===== src/design/sensor_frame_deframer_top_macros.svh =====
// Assertion macros shared by the sensor frame deframer modules.
`ifndef SENSOR_FRAME_DEFRAMER_TOP_MACROS_SVH
`define SENSOR_FRAME_DEFRAMER_TOP_MACROS_SVH

// Same-cycle implication, checked on every rising clock edge outside reset.
`define SFD_ASSERT_NOW(label, ante, cons, msg) \
   label: assert property (@(posedge clock) disable iff (reset) (ante) |-> (cons)) \
      else $error(msg);

// Next-cycle implication, checked on every rising clock edge outside reset.
`define SFD_ASSERT_NEXT(label, ante, cons, msg) \
   label: assert property (@(posedge clock) disable iff (reset) (ante) |=> (cons)) \
      else $error(msg);

`endif


===== src/design/sfd_pkg.sv =====
// Shared constants and controller/datapath interface types of the deframer.
`default_nettype none

package sfd_pkg;

   localparam int NUM_WORDS      = 12;
   localparam int BYTES_PER_WORD = 4;

   localparam int BYTE_W        = 8;
   localparam int WORD_W        = 32;
   localparam int INDEX_W       = 4;
   localparam int CSR_INDEX_W   = 2;
   localparam int WORD_IDX_W    = (NUM_WORDS > 1) ? $clog2(NUM_WORDS) : 1;
   localparam int BYTE_CNT_W    = (BYTES_PER_WORD > 1) ? $clog2(BYTES_PER_WORD) : 1;
   localparam int ASM_LANES     = (BYTES_PER_WORD < 4) ? BYTES_PER_WORD : 4;

   localparam logic [BYTE_W-1:0] START_MARKER_RESET = 8'd1;
   localparam logic [BYTE_W-1:0] END_MARKER_RESET   = 8'd153;

   localparam logic [CSR_INDEX_W-1:0] CSR_START_MARKER = 2'd0;
   localparam logic [CSR_INDEX_W-1:0] CSR_END_MARKER   = 2'd1;

   typedef struct packed {
      logic clear;       // restart word and byte counters
      logic take_byte;   // store one payload byte
      logic take_aux;    // store the aux byte
      logic emit_start;  // rewind the emit counter
      logic emit_load;   // load the next result into the output register
   } ctrl_cmd_type;

   typedef struct packed {
      logic start_hit;   // incoming byte equals the start marker
      logic end_hit;     // incoming byte equals the end marker
      logic byte_last;   // incoming byte completes a word
      logic word_last;   // current word is the final word of the frame
      logic emit_last;   // emit counter points at the aux result
      logic out_free;    // output register can take a new result
   } dp_status_type;

endpackage

`default_nettype wire


===== src/design/sfd_datapath.sv =====
// Datapath of the deframer: markers, word assembly, word store and result register.
`default_nettype none
`include "sensor_frame_deframer_top_macros.svh"

module sfd_datapath (
   input  wire                              clock,
   input  wire                              reset,
   input  wire                              csr_we,
   input  wire  [sfd_pkg::CSR_INDEX_W-1:0]  csr_index,
   input  wire  [sfd_pkg::BYTE_W-1:0]       csr_wdata,
   input  wire  [sfd_pkg::BYTE_W-1:0]       req_rx_byte,
   input  wire  sfd_pkg::ctrl_cmd_type      cmd,
   output sfd_pkg::dp_status_type           status,
   input  wire                              rsp_stall,
   output logic                             rsp_valid,
   output logic [sfd_pkg::INDEX_W-1:0]      rsp_field_index,
   output logic [sfd_pkg::WORD_W-1:0]       rsp_field_value,
   output logic                             rsp_last
);

   logic [sfd_pkg::BYTE_W-1:0]     start_marker_ff, start_marker_in;
   logic [sfd_pkg::BYTE_W-1:0]     end_marker_ff, end_marker_in;
   logic [sfd_pkg::BYTE_CNT_W-1:0] byte_cnt_ff, byte_cnt_in;
   logic [sfd_pkg::WORD_IDX_W-1:0] word_idx_ff, word_idx_in;
   logic [sfd_pkg::WORD_W-1:0]     asm_ff, asm_in;
   logic [sfd_pkg::WORD_W-1:0]     word_next;
   logic [sfd_pkg::WORD_W-1:0]     word_store_ff [sfd_pkg::NUM_WORDS];
   logic [sfd_pkg::BYTE_W-1:0]     aux_ff;
   logic [sfd_pkg::INDEX_W-1:0]    emit_idx_ff, emit_idx_in;
   logic                           rsp_valid_ff, rsp_valid_in;
   logic [sfd_pkg::INDEX_W-1:0]    rsp_index_ff;
   logic [sfd_pkg::WORD_W-1:0]     rsp_value_ff, rsp_value_in;
   logic                           rsp_last_ff, rsp_last_in;

   always_comb begin
      start_marker_in = start_marker_ff;
      end_marker_in   = end_marker_ff;
      if (csr_we) begin
         case (csr_index)
            sfd_pkg::CSR_START_MARKER: start_marker_in = csr_wdata;
            sfd_pkg::CSR_END_MARKER:   end_marker_in   = csr_wdata;
            default: begin
            end
         endcase
      end
   end

   // Place the incoming byte into its little-endian lane; bytes past the
   // fourth do not reach the 32-bit word.
   always_comb begin
      word_next = asm_ff;
      for (int lane = 0; lane < sfd_pkg::ASM_LANES; lane++) begin
         if (byte_cnt_ff == sfd_pkg::BYTE_CNT_W'(lane)) begin
            word_next[lane*sfd_pkg::BYTE_W +: sfd_pkg::BYTE_W] = req_rx_byte;
         end
      end
   end

   assign status.start_hit = (req_rx_byte == start_marker_ff);
   assign status.end_hit   = (req_rx_byte == end_marker_ff);
   assign status.byte_last = (byte_cnt_ff == sfd_pkg::BYTE_CNT_W'(sfd_pkg::BYTES_PER_WORD - 1));
   assign status.word_last = (word_idx_ff == sfd_pkg::WORD_IDX_W'(sfd_pkg::NUM_WORDS - 1));
   assign status.emit_last = (emit_idx_ff == sfd_pkg::INDEX_W'(sfd_pkg::NUM_WORDS));
   assign status.out_free  = !rsp_valid_ff || !rsp_stall;

   always_comb begin
      byte_cnt_in = byte_cnt_ff;
      word_idx_in = word_idx_ff;
      asm_in      = asm_ff;
      if (cmd.clear) begin
         byte_cnt_in = '0;
         word_idx_in = '0;
         asm_in      = '0;
      end else if (cmd.take_byte) begin
         if (status.byte_last) begin
            byte_cnt_in = '0;
            asm_in      = '0;
            word_idx_in = word_idx_ff + 1'b1;
         end else begin
            byte_cnt_in = byte_cnt_ff + 1'b1;
            asm_in      = word_next;
         end
      end
   end

   always_comb begin
      emit_idx_in = emit_idx_ff;
      if (cmd.emit_start) begin
         emit_idx_in = '0;
      end else if (cmd.emit_load) begin
         emit_idx_in = emit_idx_ff + 1'b1;
      end
   end

   always_comb begin
      rsp_valid_in = rsp_valid_ff;
      rsp_value_in = rsp_value_ff;
      rsp_last_in  = rsp_last_ff;
      if (cmd.emit_load) begin
         rsp_valid_in = 1'b1;
         if (status.emit_last) begin
            rsp_value_in = sfd_pkg::WORD_W'(aux_ff);
            rsp_last_in  = 1'b1;
         end else begin
            rsp_value_in = word_store_ff[emit_idx_ff[sfd_pkg::WORD_IDX_W-1:0]];
            rsp_last_in  = 1'b0;
         end
      end else if (!rsp_stall) begin
         rsp_valid_in = 1'b0;
      end
   end

   always_ff @(posedge clock) begin
      if (reset) begin
         start_marker_ff <= sfd_pkg::START_MARKER_RESET;
         end_marker_ff   <= sfd_pkg::END_MARKER_RESET;
         byte_cnt_ff     <= '0;
         word_idx_ff     <= '0;
         asm_ff          <= '0;
         emit_idx_ff     <= '0;
         rsp_valid_ff    <= 1'b0;
      end else begin
         start_marker_ff <= start_marker_in;
         end_marker_ff   <= end_marker_in;
         byte_cnt_ff     <= byte_cnt_in;
         word_idx_ff     <= word_idx_in;
         asm_ff          <= asm_in;
         emit_idx_ff     <= emit_idx_in;
         rsp_valid_ff    <= rsp_valid_in;
      end
   end

   always_ff @(posedge clock) begin
      if (cmd.take_byte && status.byte_last) begin
         word_store_ff[word_idx_ff] <= word_next;
      end
      if (cmd.take_aux) begin
         aux_ff <= req_rx_byte;
      end
      if (cmd.emit_load) begin
         rsp_index_ff <= emit_idx_ff;
      end
      rsp_value_ff <= rsp_value_in;
      rsp_last_ff  <= rsp_last_in;
   end

   assign rsp_valid       = rsp_valid_ff;
   assign rsp_field_index = rsp_index_ff;
   assign rsp_field_value = rsp_value_ff;
   assign rsp_last        = rsp_last_ff;

   `SFD_ASSERT_NOW(a_last_is_aux, rsp_valid_ff && rsp_last_ff,
      rsp_index_ff == sfd_pkg::INDEX_W'(sfd_pkg::NUM_WORDS), "last result is not the aux entry")
   `SFD_ASSERT_NEXT(a_word_not_last, cmd.emit_load && !status.emit_last,
      rsp_valid_ff && !rsp_last_ff, "word result loaded with last set")

endmodule

`default_nettype wire


===== src/design/sfd_ctrl.sv =====
// Frame controller of the deframer: hunt, collect, check and emit sequencing.
`default_nettype none
`include "sensor_frame_deframer_top_macros.svh"

module sfd_ctrl (
   input  wire                           clock,
   input  wire                           reset,
   input  wire                           req_valid,
   output logic                          req_stall,
   input  wire  sfd_pkg::dp_status_type  status,
   output sfd_pkg::ctrl_cmd_type         cmd
);

   localparam logic [2:0] ST_HUNT  = 3'd0;
   localparam logic [2:0] ST_WORDS = 3'd1;
   localparam logic [2:0] ST_AUX   = 3'd2;
   localparam logic [2:0] ST_END   = 3'd3;
   localparam logic [2:0] ST_EMIT  = 3'd4;

   logic [2:0] state_ff, state_in;
   logic       fire;

   assign req_stall = (state_ff == ST_EMIT);
   assign fire      = req_valid && !req_stall;

   always_comb begin
      state_in       = state_ff;
      cmd            = '0;
      case (state_ff)
         ST_HUNT: begin
            if (fire) begin
               cmd.clear = 1'b1;
               if (status.start_hit) begin
                  state_in = ST_WORDS;
               end
            end
         end
         ST_WORDS: begin
            if (fire) begin
               cmd.take_byte = 1'b1;
               if (status.byte_last && status.word_last) begin
                  state_in = ST_AUX;
               end
            end
         end
         ST_AUX: begin
            if (fire) begin
               cmd.take_aux = 1'b1;
               state_in     = ST_END;
            end
         end
         ST_END: begin
            if (fire) begin
               if (status.end_hit) begin
                  cmd.emit_start = 1'b1;
                  state_in       = ST_EMIT;
               end else begin
                  state_in = ST_HUNT;
               end
            end
         end
         ST_EMIT: begin
            if (status.out_free) begin
               cmd.emit_load = 1'b1;
               if (status.emit_last) begin
                  state_in = ST_HUNT;
               end
            end
         end
         default: begin
            state_in = ST_HUNT;
         end
      endcase
   end

   always_ff @(posedge clock) begin
      if (reset) begin
         state_ff <= ST_HUNT;
      end else begin
         state_ff <= state_in;
      end
   end

   `SFD_ASSERT_NEXT(a_end_ok_emits, state_ff == ST_END && fire && status.end_hit,
      state_ff == ST_EMIT, "good end marker did not start emission")
   `SFD_ASSERT_NEXT(a_emit_done_hunts, state_ff == ST_EMIT && status.out_free && status.emit_last,
      state_ff == ST_HUNT, "emission did not return to hunting")
   `SFD_ASSERT_NEXT(a_words_to_aux,
      state_ff == ST_WORDS && fire && status.byte_last && status.word_last,
      state_ff == ST_AUX, "final word did not advance to aux")

endmodule

`default_nettype wire


===== src/design/sensor_frame_deframer_top.sv =====
// Top level of the sensor frame deframer: controller plus datapath.
//
//   Port group   Direction  Handshake          Carries
//   req_*        in         req_valid/stall    one received byte per transaction
//   rsp_*        out        rsp_valid/stall    one frame field per transaction
//   csr_*        in         csr_we             start/end marker writes
//
// The controller takes received bytes without stalling while the frame is being collected.
// A good end byte yields 13 result transactions, one a cycle unless rsp_stall holds them.
// req_stall is high while those 13 results are loaded, including while rsp_stall holds them.
// Synchronous active-high reset sets the markers to 1 and 153 and returns to hunting.
// A stalled result holds in its register.
`default_nettype none

module sensor_frame_deframer_top (
   input  wire                              clock,
   input  wire                              reset,
   input  wire                              req_valid,
   output logic                             req_stall,
   input  wire  [sfd_pkg::BYTE_W-1:0]       req_rx_byte,
   output logic                             rsp_valid,
   input  wire                              rsp_stall,
   output logic [sfd_pkg::INDEX_W-1:0]      rsp_field_index,
   output logic [sfd_pkg::WORD_W-1:0]       rsp_field_value,
   output logic                             rsp_last,
   input  wire                              csr_we,
   input  wire  [sfd_pkg::CSR_INDEX_W-1:0]  csr_index,
   input  wire  [sfd_pkg::BYTE_W-1:0]       csr_wdata
);

   // Commands from the controller and status back from the datapath.
   sfd_pkg::ctrl_cmd_type  cmd;
   sfd_pkg::dp_status_type status;

   // The controller owns framing decisions and input flow control.
   sfd_ctrl u_ctrl (
      .clock     (clock),
      .reset     (reset),
      .req_valid (req_valid),
      .req_stall (req_stall),
      .status    (status),
      .cmd       (cmd)
   );

   // The datapath holds markers, assembled words and the result register.
   sfd_datapath u_datapath (
      .clock           (clock),
      .reset           (reset),
      .csr_we          (csr_we),
      .csr_index       (csr_index),
      .csr_wdata       (csr_wdata),
      .req_rx_byte     (req_rx_byte),
      .cmd             (cmd),
      .status          (status),
      .rsp_stall       (rsp_stall),
      .rsp_valid       (rsp_valid),
      .rsp_field_index (rsp_field_index),
      .rsp_field_value (rsp_field_value),
      .rsp_last        (rsp_last)
   );

endmodule

`default_nettype wire

===== config.mk =====
export PLATFORM = sky130hd
export DESIGN_NAME = sensor_frame_deframer_top
export DESIGN_NICKNAME = d
export VERILOG_FILES = /design/src/design/sfd_pkg.sv /design/src/design/sfd_datapath.sv /design/src/design/sfd_ctrl.sv /design/src/design/sensor_frame_deframer_top.sv
export VERILOG_INCLUDE_DIRS = /design/src /design/src/design
export SDC_FILE = /design/constraint.sdc
export NUM_CORES = 1
export LEC_CHECK = 0
export ABC_AREA = 0
export CORE_AREA = 2 2 230 232
export DETAILED_ROUTE_END_ITERATION = 8
export DIE_AREA = 0 0 232 234
export DONT_BUFFER_PORTS = 1
export GPL_ROUTABILITY_DRIVEN = 0
export GPL_TIMING_DRIVEN = 1
export PLACE_DENSITY = 0.64
export SLEW_MARGIN = 15
export SYNTH_ARGS = -nofsm -noshare
export SYNTH_HDL_FRONTEND = slang
export SYNTH_SLANG_ARGS = --single-unit

===== constraint.sdc =====
create_clock -name clock -period 2.5 [get_ports clock]
set_input_delay 0.375 -clock clock [delete_from_list [all_inputs] [get_ports clock]]
set_output_delay 0.375 -clock clock [all_outputs]
set_load 0.1 [all_outputs]

==> Word-level counts from Yosys, hierarchy flattened <==
Memories as Yosys holds them, arrays and structs flattened. A register that Yosys moved wholly into a read port is not among the register bits.
Index checks and enable logic that the tools add are counted.
{ "totals": {"latch_bits": 0, "reg_bits": 107, "memories": 1, "wordCells": 87, "rom_bits": 0, "ram_bits": 384, "out_inout_bits": 39, "in_bits": 23} }
{ "classes": {"reduce_logical": 16, "addsub": 3, "bitwise_logic": 0, "multipliers": 0, "eq_ne": 21, "div_mod_pow": 0, "n_mux": 33, "n_lt_le_gt_ge": 0, "shift": 0} }
{ "mem_list": {"columns": ["name", "depth", "word_bits", "rd", "rd_clocked_by_memory_dff", "write_ports", "line_no", "rtl"], "rows": [
  ["u_datapath.word_store_ff", 12, 32, 1, 1, 1, "sfd_datapath.sv:27", "logic [sfd_pkg::WORD_W-1:0] word_store_ff [sfd_pkg::NUM_WORDS];"]
]} }
{ "op_table": {"columns": ["op", "count"], "rows": [
  ["2-to-1 mux 8 bit", 5],
  ["2-to-1 mux 32 bit", 1],
  ["2-to-1 mux 3 bit", 9],
  ["equality test 8 bit", 2],
  ["one-hot mux 3 bit (5 select lines)", 1],
  ["2-to-1 mux 1 bit", 14],
  ["!= test 2 x 1 -> 1 bit, second input constant", 6],
  ["adder 4 x 1 -> 4 bit, second input constant", 2],
  ["equality test 4 bit, second input constant", 2],
  ["2-to-1 mux 4 bit", 2],
  ["AND reduction 8 bit", 1],
  ["equality test 3 x 2 -> 1 bit, second input constant", 2],
  ["!= test 2 bit, second input constant", 3],
  ["AND reduction 2 bit", 3],
  ["equality test 2 x 1 -> 1 bit, second input constant", 2],
  ["equality test 2 bit, second input constant", 2],
  ["zero test 2 bit", 2],
  ["OR reduction 2 bit", 2],
  ["equality test 3 x 1 -> 1 bit, second input constant", 1],
  ["equality test 3 bit, second input constant", 1],
  ["logical AND 1 bit", 3],
  ["zero test 1 bit", 3],
  ["zero test 3 bit", 1],
  ["adder 2 x 1 -> 2 bit, second input constant", 1],
  ["other kinds (2)", 2]
]} }

==> Depth between registers and ports, before layout <==
Gate-level depths: netlist (run 1).
{ "logic_depth": {"word_depth": 8, "mapped_depth": 8, "ltp_nobuf": 7} }

==> Modules after synthesis <==
Synthesis (run 1) repeated with hierarchy kept, for this count alone.
{ "unflattened": {"hier_cells": 1063, "hier_area_um2": 19249.7} }
{ "by_module_without_submodules": {"columns": ["mod", "seq_area_each_um2", "area_per_inst_um2", "cells_each", "n_inst"], "rows": [
  ["sfd_datapath", 14143.6, 19053.3, 1034, 1],
  ["sfd_ctrl", 60.1, 196.4, 29, 1]
]} }

==> Worst setup path after synthesis (run 1) <==
Ideal clock, no wire load.
{ "synth_timing": {"path_type": "register -> register", "start": "reg u_ctrl.state_ff[1]", "end": "reg u_datapath.rsp_index_ff, in the netlist u_datapath.rsp_field_index[0] (enable)", "n_path_buf": 1, "arrival_time_ns": 2.938, "path_stages_with_launch": 5, "setup_time_ns": 0.392, "setup_slack_ns": -0.830, "t_required_ns": 2.108, "synth_period_minus_slack_ns": 3.330, "path_cell_list": "dfxtp_1 buf_2 nor3b_2 nand2_1 inv_1"} }
{ "synth_rtl": {"columns": ["element", "line_no", "rtl"], "rows": [
  ["start: declaration", "sfd_ctrl.sv:20", "logic [2:0] state_ff, state_in;"],
  ["start signal: assignment", "sfd_ctrl.sv:80", "state_ff <= state_in;"],
  ["end signal: assignment", "sfd_datapath.sv:141", "rsp_index_ff <= emit_idx_ff;"],
  ["end: declaration", "sfd_datapath.sv:31", "logic [sfd_pkg::INDEX_W-1:0] rsp_index_ff;"]
]} }

==> Worst setup path in the final report (run 1) <==
{ "layout_timing": {"start": "reg u_ctrl.state_ff[0]", "end": "mem u_datapath.word_store_ff[7][19] in the netlist's numbering (enable)"} }
{ "layout_via": {"elab_chain_len": 8, "word_cells_on_any_way": 9, "classes_between": "eq/ne (2); mux (4); reduce/logical (3)"} }
{ "layout_rtl": {"columns": ["element", "line_no", "rtl"], "rows": [
  ["equality test 3 bit", "sfd_ctrl.sv:23", "assign req_stall = (state_ff == ST_EMIT);"],
  ["zero test 1 bit", "sfd_ctrl.sv:24", "assign fire = req_valid && !req_stall;"],
  ["logical AND 1 bit", "sfd_ctrl.sv:24", null],
  ["2-to-1 mux 1 bit", "sfd_ctrl.sv:39", "if (fire) begin"],
  ["2-to-1 mux 1 bit *", "sfd_ctrl.sv:29", "case (state_ff)"],
  ["logical AND 1 bit *", "sfd_datapath.sv:134", "if (cmd.take_byte && status.byte_last) begin"],
  ["2-to-1 mux 1 bit *", "sfd_datapath.sv:134", null],
  ["2-to-1 mux 1 bit (implied by the code) *", "sfd_datapath.sv:135", "word_store_ff[word_idx_ff] <= word_next;"],
  ["end: declaration", "sfd_datapath.sv:27", null]
]} }
Mark *: on every way between the ends. The rest lies on a longest branch, timed or not.

==> results.py, run 1 <==
metrics = {
    "clocking": {
        "insertion_delay_ns": 0.61,
        "cts_tree": "done",
        "cts_setup_buffers": 0,
        "post_cts_resized": 0,
        "clk_pin_slew_worst_paths_ns": 0.07,
        "htree_levels": 2,
        "cts_root_buffer": "clkbuf_16",
        "clockBufferDepth": 3,
        "cts_num_sinks": 495,
        "cts_inserted_buffers": 50,
        "holdBufCountCts": 19,
    },
    "critical_path": {
        "endpoint": "u_datapath.word_store_ff[7][19]",
        "arrival_ns": 2.40,
        "cp_slowest_cell": "dfxtp_1",
        "r2r_end": "u_datapath.word_store_ff[7][19]",
        "ff2ff_path_depth": 5,
        "ff2ff_setup_slack_ns": 0.36,
        "critical_path_class": "flip-flop to flip-flop",
        "critical_path.startpoint": "u_ctrl.state_ff[0]",
        "worstPathRequired_ns": 2.76,
        "crit_cells": 5,
        "reg2reg_from": "u_ctrl.state_ff[0]",
        "end_kind": "flip-flop",
        "crit_path_cell_trace": "and4bb_2 -> nand2_1 -> nor3b_1 -> and2_2 -> buf_4",
        "critPathTopFamily": "simple AND/OR/NAND/NOR gates",
        "cp_slowest_stage_delay_ns": 0.47,
        "cp_num_buf_inv": 1,
        "worstPathMaxFanout": 17,
        "start_kind": "flip-flop",
    },
    "drt": {
        "wl_per_cell_um": 22.1,
        "viasPerCell": 5.21,
        "drc": 0,
        "via_count": 9648,
        "firstDrtPassIters": 7,
        "wirelength_um": 41000,
        "final_antenna_net_count": 0,
        "drt_iter0_markers": 719,
    },
    "floorplanning": {
        "die-area_um2": 54300,
        "io_pins": 62,
        "die_height_um": 234,
        "row_count": 84,
        "core_um2": 52000,
        "die_w_um": 232,
        "initial_core_util": 0.374,
    },
    "cells_and_area": {
        "synthToLayoutAreaGrowth_pct": 16.1,
        "fin_nets": 1159,
        "n_antenna_cell": 0,
        "fin_area_um2": 22600,
        "drive_above_1_share": 0.215,
        "layout_commonest_cell": "edfxtp_1",
        "mostFrequentLayoutCells": "edfxtp_1 (429), dfxtp_1 (63), buf_4 (58)",
    },
    "flow_run": {
        "maxCapViolCount": 0,
    },
    "timing": {
        "slew_violations": 0,
        "finalHoldViolCount": 0,
        "slew_headroom": 0.369,
        "clock.fmax_mhz": 467,
        "clock_skew_ns": 0.0397,
        "rsz0062_at_grt": "false",
        "finalCritPeriodShare": 0.857,
        "tns_ns": 0,
        "setup-violations-final": 0,
        "period_needed_ns": 2.14,
        "tightest_slew_ns": 0.949,
    },
    "synth": {
        "yosys.area_share.adder": 0.00643,
        "synth_flop_cell": "edfxtp_1",
        "synth_compound_area_frac": 0.0283,
        "synth.area.mux_share": 0.156,
        "synth_edf_count": 429,
        "async_reset_ff_frac": 0,
        "syn-cell-area_um2": 19500,
        "ys_types": 41,
        "ys_warn_count": 0,
        "syn-num-nets": 1073,
        "syn_inst": 1040,
        "synth_top_family_by_area": "multiplexers",
        "ys_ff_latch": 495,
        "synth.avg_cell_area_um2": 18.7,
        "yosys.area_share.simple": 0.0488,
        "synth-xor-area-share": 0.00990,
        "ys_seq_area_frac": 0.729,
    },
    "global_route": {
        "antenna_found_initial": 0,
        "grt_max_degree": 40,
        "groute.usage.overall": 0.153,
        "gr-total-overflow": 0,
        "grt_first_pass_wirelength_um": 61700,
        "grt_pass1_vias": 9823,
    },
    "placed_design": {
        "placed_area_um2": 20800,
        "numPortBuffers": 0,
        "hpwlAfterDp_um": 24800,
    },
    "power": {
        "leakage_nw": 7.42,
        "power_density_nw_per_um2": 728,
        "ir_worst_vdd_mv": 0.512,
    },
    "min_path": {
        "hp-class": "input port to flip-flop",
    },
    "run_status": {
        "status": "finished, final reports clean",
    },
}
==> synth_stat cells, types with 2 or more instances <==
cell       number  area [um2]
edfxtp_1      429       12900
dfxtp_1        66        1320
a21oi_1        55         275
mux4_2         50        1130
nand2_1        50         188
mux4_1         45        1180
mux2i_1        37         370
mux2_2         32         360
clkbuf_1       29         109
o21ai_0        26         130
nand3b_1       25         188
nor2_1         23        86.3
nand3_1        20         100
buf_2          16        80.1
inv_1          13        48.8
a211o_1        12         105
and2_1         12        75.1
xor2_1         12         105
and3_1         11        68.8
ha_1           10         125
xnor2_1        10        87.6
nand2b_1        9        56.3
nor3_1          9        45.0
buf_4           5        37.5
nor2b_1         5        31.3
buf_12          4        80.1
buf_6           4        45.0
nor3b_1         4        30.0
a2111oi_0       2        17.5
buf_1           2        7.51
nand4_1         2        12.5
nor4_1          2        12.5
==> logic make-up (layout without fill, tap and decap cells) <==
| family | Yosys count | in the layout |
|---|---|---|
| buffers and inverters | 73 | 197 |
| xor gates and xnor gates | 22 | 22 |
| AOI/OAI and AO/OA | 98 | 98 |
| DFF | 495 | 495 |
| muxes | 164 | 164 |
| and+or+nand+nor | 178 | 178 |
| adders and majority gates | 10 | 10 |
==> per-layer routing <==
metal  track usage  vias up  routed length, um
met4        0.0413        0                837
met2         0.236      287              19000
li1              -     4330                  -
met3        0.0309       59               2760
met1         0.221     4972              18300
met5             0        -                  0
==> stage by stage <==
stage | util | setup slack, ns | power [mW] | cells | hold WS (ns)
floorplan | - | 0.0328 | 9.14 | 1040 | 0.429
global placement | 0.400 | 0.432 | 9.15 | 1743 | 0.435
detailed placement | 0.400 | 0.408 | 9.15 | 1743 | 0.442
CTS | 0.434 | 0.344 | 16.6 | 1852 | 0.00118
global route | 0.434 | 0.226 | 16.9 | 1852 | 0.0583
finish | 0.434 | 0.357 | 16.4 | 1852 | 0.0359
==> worst min path at each step <==
stage | end | slack [ns] | depth (start not counted) | start
4_1_cts | u_datapath.end_marker_ff[4] | 0.001 | 3 | csr_wdata[4]
5_1_grt | u_datapath.end_marker_ff[3] | 0.06 | 3 | csr_wdata[3]
3_5_place_dp | u_datapath.asm_ff[21] | 0.44 | 2 | u_datapath.asm_ff[21]
6_report | u_datapath.end_marker_ff[4] | 0.04 | 3 | csr_wdata[4]
3_3_place_gp | u_datapath.asm_ff[3] | 0.43 | 2 | u_datapath.asm_ff[3]
2_1_floorplan | u_datapath.asm_ff[10] | 0.43 | 2 | u_datapath.asm_ff[10]
==> power breakdown <==
part | internal (mW) | switching (mW) | total, mW
clock network | 4.31 | 3.12 | 7.43
registers | 8.88 | 0.00704 | 8.89
logic | 0.0551 | 0.0727 | 0.128
==> area by class of cell <==
type	count	area (um2)
inverters	13	52.6
flip-flops and latches	495	14200
repair buffers	94	966
clock buffers	58	1280
well taps	688	861
clock inverters	32	344
multi-input cells	472	4880
fillers	4466	29400
==> state kept, by name, indices dropped and copies added (netlist names), named ones only <==
| register | flops |
|---|---|
| u_ctrl.state_ff | 3 |
| u_datapath.asm_ff | 32 |
| u_datapath.aux_ff | 8 |
| u_datapath.byte_cnt_ff | 2 |
| u_datapath.emit_idx_ff | 4 |
| u_datapath.end_marker_ff | 8 |
| u_datapath.rsp_field_index | 4 |
| u_datapath.rsp_field_value | 32 |
| u_datapath.rsp_last | 1 |
| u_datapath.rsp_valid | 1 |
| u_datapath.start_marker_ff | 8 |
| u_datapath.word_idx_ff | 4 |
| u_datapath.word_store_ff | 384 |
==> tightest hold or removal path: cells and delay by family <==
family / cells / cell delay (ns)
compound gates: 1 / 0.10
buf+inv: 1 / 0.02
simple gates: 1 / 0.09
Power figures use the tool's default switching activity.
==> run 2, diff against run 1 <==
--- a/config.mk
+++ b/config.mk
@@ -6,10 +6,10 @@
 export SDC_FILE = /design/constraint.sdc
 export NUM_CORES = 1
 export LEC_CHECK = 0
-export ABC_AREA = 0
-export CORE_AREA = 2 2 230 232
+export ABC_AREA = 1
+export CORE_AREA = 2 2 232 234
 export DETAILED_ROUTE_END_ITERATION = 8
-export DIE_AREA = 0 0 232 234
+export DIE_AREA = 0 0 234 236
 export DONT_BUFFER_PORTS = 1
 export GPL_ROUTABILITY_DRIVEN = 0
 export GPL_TIMING_DRIVEN = 1
==> run 2 against run 1 <==
Compared with the run above: count of clock-buffer cells in the layout up 12; clock power down 5.0%; via count grew 34%; register-to-register slack is essentially flat; synthesized cell count increased by 60%; setup slack got worse by 0.0040 ns.
==> results.py, run 2 <==
metrics = {
    "run_status": {
        "status": "finished, final reports clean",
    },
    "cells_and_area": {
        "drive_above_1_share": 0.127,
        "n_antenna_cell": 0,
        "synthToLayoutAreaGrowth_pct": 15.8,
        "largest_reg_flops": 384,
        "nFillCells": 4807,
        "mostFrequentLayoutCells": "edfxtp_1 (429), nand2_1 (237), nor2_1 (211)",
        "layout_commonest_cell": "edfxtp_1",
        "fin_area_um2": 22900,
        "fin_nets": 1759,
        "fin_cells": 2459,
        "top_register": "u_datapath.word_store_ff",
    },
    "floorplanning": {
        "die-area_um2": 55200,
        "row_count": 85,
        "die_w_um": 234,
        "initial_core_util": 0.372,
        "core_um2": 53100,
        "io_pins": 62,
        "die_height_um": 236,
    },
    "global_route": {
        "grt_first_pass_wirelength_um": 74200,
        "antenna_found_initial": 3,
        "groute.usage.overall": 0.176,
        "gr-total-overflow": 0,
        "grt_pass1_vias": 12500,
        "grt_max_degree": 110,
    },
    "drt": {
        "viasPerCell": 5.28,
        "via_count": 13000,
        "final_antenna_net_count": 0,
        "firstDrtPassIters": 5,
        "drc": 0,
        "drt_iter0_markers": 1287,
        "wl_per_cell_um": 19.8,
        "wirelength_um": 48800,
    },
    "power": {
        "power_density_nw_per_um2": 706,
        "finalPower_mw": 16.2,
        "leakage_nw": 8.19,
        "ir_worst_vdd_mv": 0.442,
    },
    "placed_design": {
        "placed_area_um2": 21200,
        "post-place-cells": 2353,
        "dp_slack_ns": 0.411,
        "hpwlAfterDp_um": 27200,
        "numPortBuffers": 0,
    },
    "clocking": {
        "cts_root_buffer": "clkbuf_16",
        "clockBufferDepth": 3,
        "insertion_delay_ns": 0.57,
        "htree_levels": 2,
        "cts_num_sinks": 495,
        "post_cts_resized": 0,
        "cts_tree": "done",
        "cts_inserted_buffers": 49,
        "clk_pin_slew_worst_paths_ns": 0.06,
        "holdBufCountCts": 18,
        "cts_setup_buffers": 0,
    },
    "synth": {
        "yosys.area_share.simple": 0.126,
        "synth_edf_count": 429,
        "syn-cell-area_um2": 19800,
        "synth_flop_cell": "edfxtp_1",
        "synth_area_leaders": "edfxtp_1 (65%), dfxtp_1 (6.7%), nand2_1 (4.5%), nor2_1 (4.0%), o21ai_0 (3.7%)",
        "ys_top_cells_by_count": "edfxtp_1 (429), nand2_1 (237), nor2_1 (213)",
        "syn-num-nets": 1695,
        "synth_top_area_frac": 0.652,
        "ys_seq_area_frac": 0.719,
        "yosysMostFrequentCell": "edfxtp_1",
        "synth_compound_area_frac": 0.105,
        "async_reset_ff_frac": 0,
        "synth_top_area_cell": "edfxtp_1",
        "synth_top_family_by_area": "simple AND/OR/NAND/NOR gates",
        "synth-xor-area-share": 0.00399,
        "syn_inst": 1662,
        "synth.area.mux_share": 0,
        "ys_types": 32,
        "ys_ff_latch": 495,
        "synth.avg_cell_area_um2": 11.9,
        "ys_warn_count": 0,
        "yosys.area_share.adder": 0.00633,
    },
    "timing": {
        "period_needed_ns": 2.15,
        "slew_violations": 0,
        "clock.fmax_mhz": 466,
        "finalHoldViolCount": 0,
        "holdWs_ns": 0.0286,
        "setup-violations-final": 0,
        "clock_skew_ns": 0.0145,
        "slew_headroom": 0.396,
        "fin_ws_ns": 0.353,
        "tightest_slew_ns": 0.908,
        "finalCritPeriodShare": 0.859,
        "rsz0062_at_grt": "false",
    },
    "critical_path": {
        "worstPathRequired_ns": 2.74,
        "cp_common_cell": "inv_2",
        "worstPathMaxFanout": 32,
        "arrival_ns": 2.39,
        "end_kind": "flip-flop",
        "ff2ff_path_depth": 9,
        "start_kind": "flip-flop",
        "critical_path_class": "flip-flop to flip-flop",
        "cp_slowest_cell": "dfxtp_1",
        "cp_slowest_stage_delay_ns": 0.42,
        "crit_path_cell_trace": "inv_2 -> nor3_2 -> inv_2 -> nor2_8 -> nand2_4 -> clkinv_2 -> nand3_2 -> nor2_4 -> buf_12",
    },
    "min_path": {
        "hp-class": "input port to flip-flop",
        "min_path_cells": 2,
    },
    "flow_run": {
        "maxCapViolCount": 0,
    },
}
[run 2: changes by cell type after synthesis, moves of 42 or more]
cell / before / now
a21oi_1: 55 / 109
o21ai_0: 26 / 145
nor2_1: 23 / 213
inv_1: 13 / 57
o22ai_1: 0 / 63
nand3_1: 20 / 86
nand2_1: 50 / 237
mux4_1: 45 / 0
o21ai_1: 0 / 42
mux4_2: 50 / 0
[run 2: power breakdown]
part           leakage, nW  internal [mW]  total (mW)  switching (mW)
Combinational         2.79         0.0649       0.186           0.122
Sequential            4.65           8.89        8.90         0.00986
Clock                0.749           4.08        7.06            2.98
Total                 8.19           13.0        16.2            3.12
[run 2: worst max-delay path: cells and delay by family (launching register included)]
family	cells	cell delay (ns)
and+or+nand+nor	5	0.76
buffers and inverters	4	0.63
DFF	1	0.42
[run 2: final cells by class]
class / count / area (um2) / share of cell area
sequential: 495 / 14200 / 0.621
multi-input combinational: 999 / 4890 / 0.214
clock buffer: 70 / 1360 / 0.0593
timing repair buffer: 114 / 1140 / 0.0497
tap: 696 / 871 / 0.0380
inverter: 67 / 259 / 0.0113
clock inverter: 18 / 164 / 0.00716
[run 2: routing by layer]
metal / vias up / GRT usage / wire, um
met5: - / 0 / 0
met4: 0 / 0.0386 / 659
met3: 49 / 0.0259 / 3190
met2: 420 / 0.280 / 22900
met1: 6461 / 0.255 / 22100
li1: 6044 / - / -
[run 2: final timing paths]
check / to / slack (ns) / from
min: u_datapath.end_marker_ff[5] / 0.03 / csr_wdata[5]
max: u_datapath.word_store_ff[3][12] / 0.35 / u_ctrl.state_ff[0]
min reg2reg: u_datapath.asm_ff[27] / 0.44 / u_datapath.asm_ff[27]
max reg2reg: u_datapath.word_store_ff[3][12] / 0.35 / u_ctrl.state_ff[0]
[run 2: logic make-up (layout without fill, tap and decap cells)]
logic type                 count (synthesis)  count (layout)
DFF                                      495             495
xor gates and xnor gates                   9               9
adders and majority gates                 10              10
buffers and inverters                    168             269
AOI/OAI and AO/OA                        386             386
and+or+nand+nor                          594             594
[run 2: stage by stage]
stage,utilization,setup TNS (ns)
detailed placement,0.399,0
CTS,0.431,0
finish,0.431,0
global route,0.431,0
global placement,0.399,0
floorplan,-,-79.80
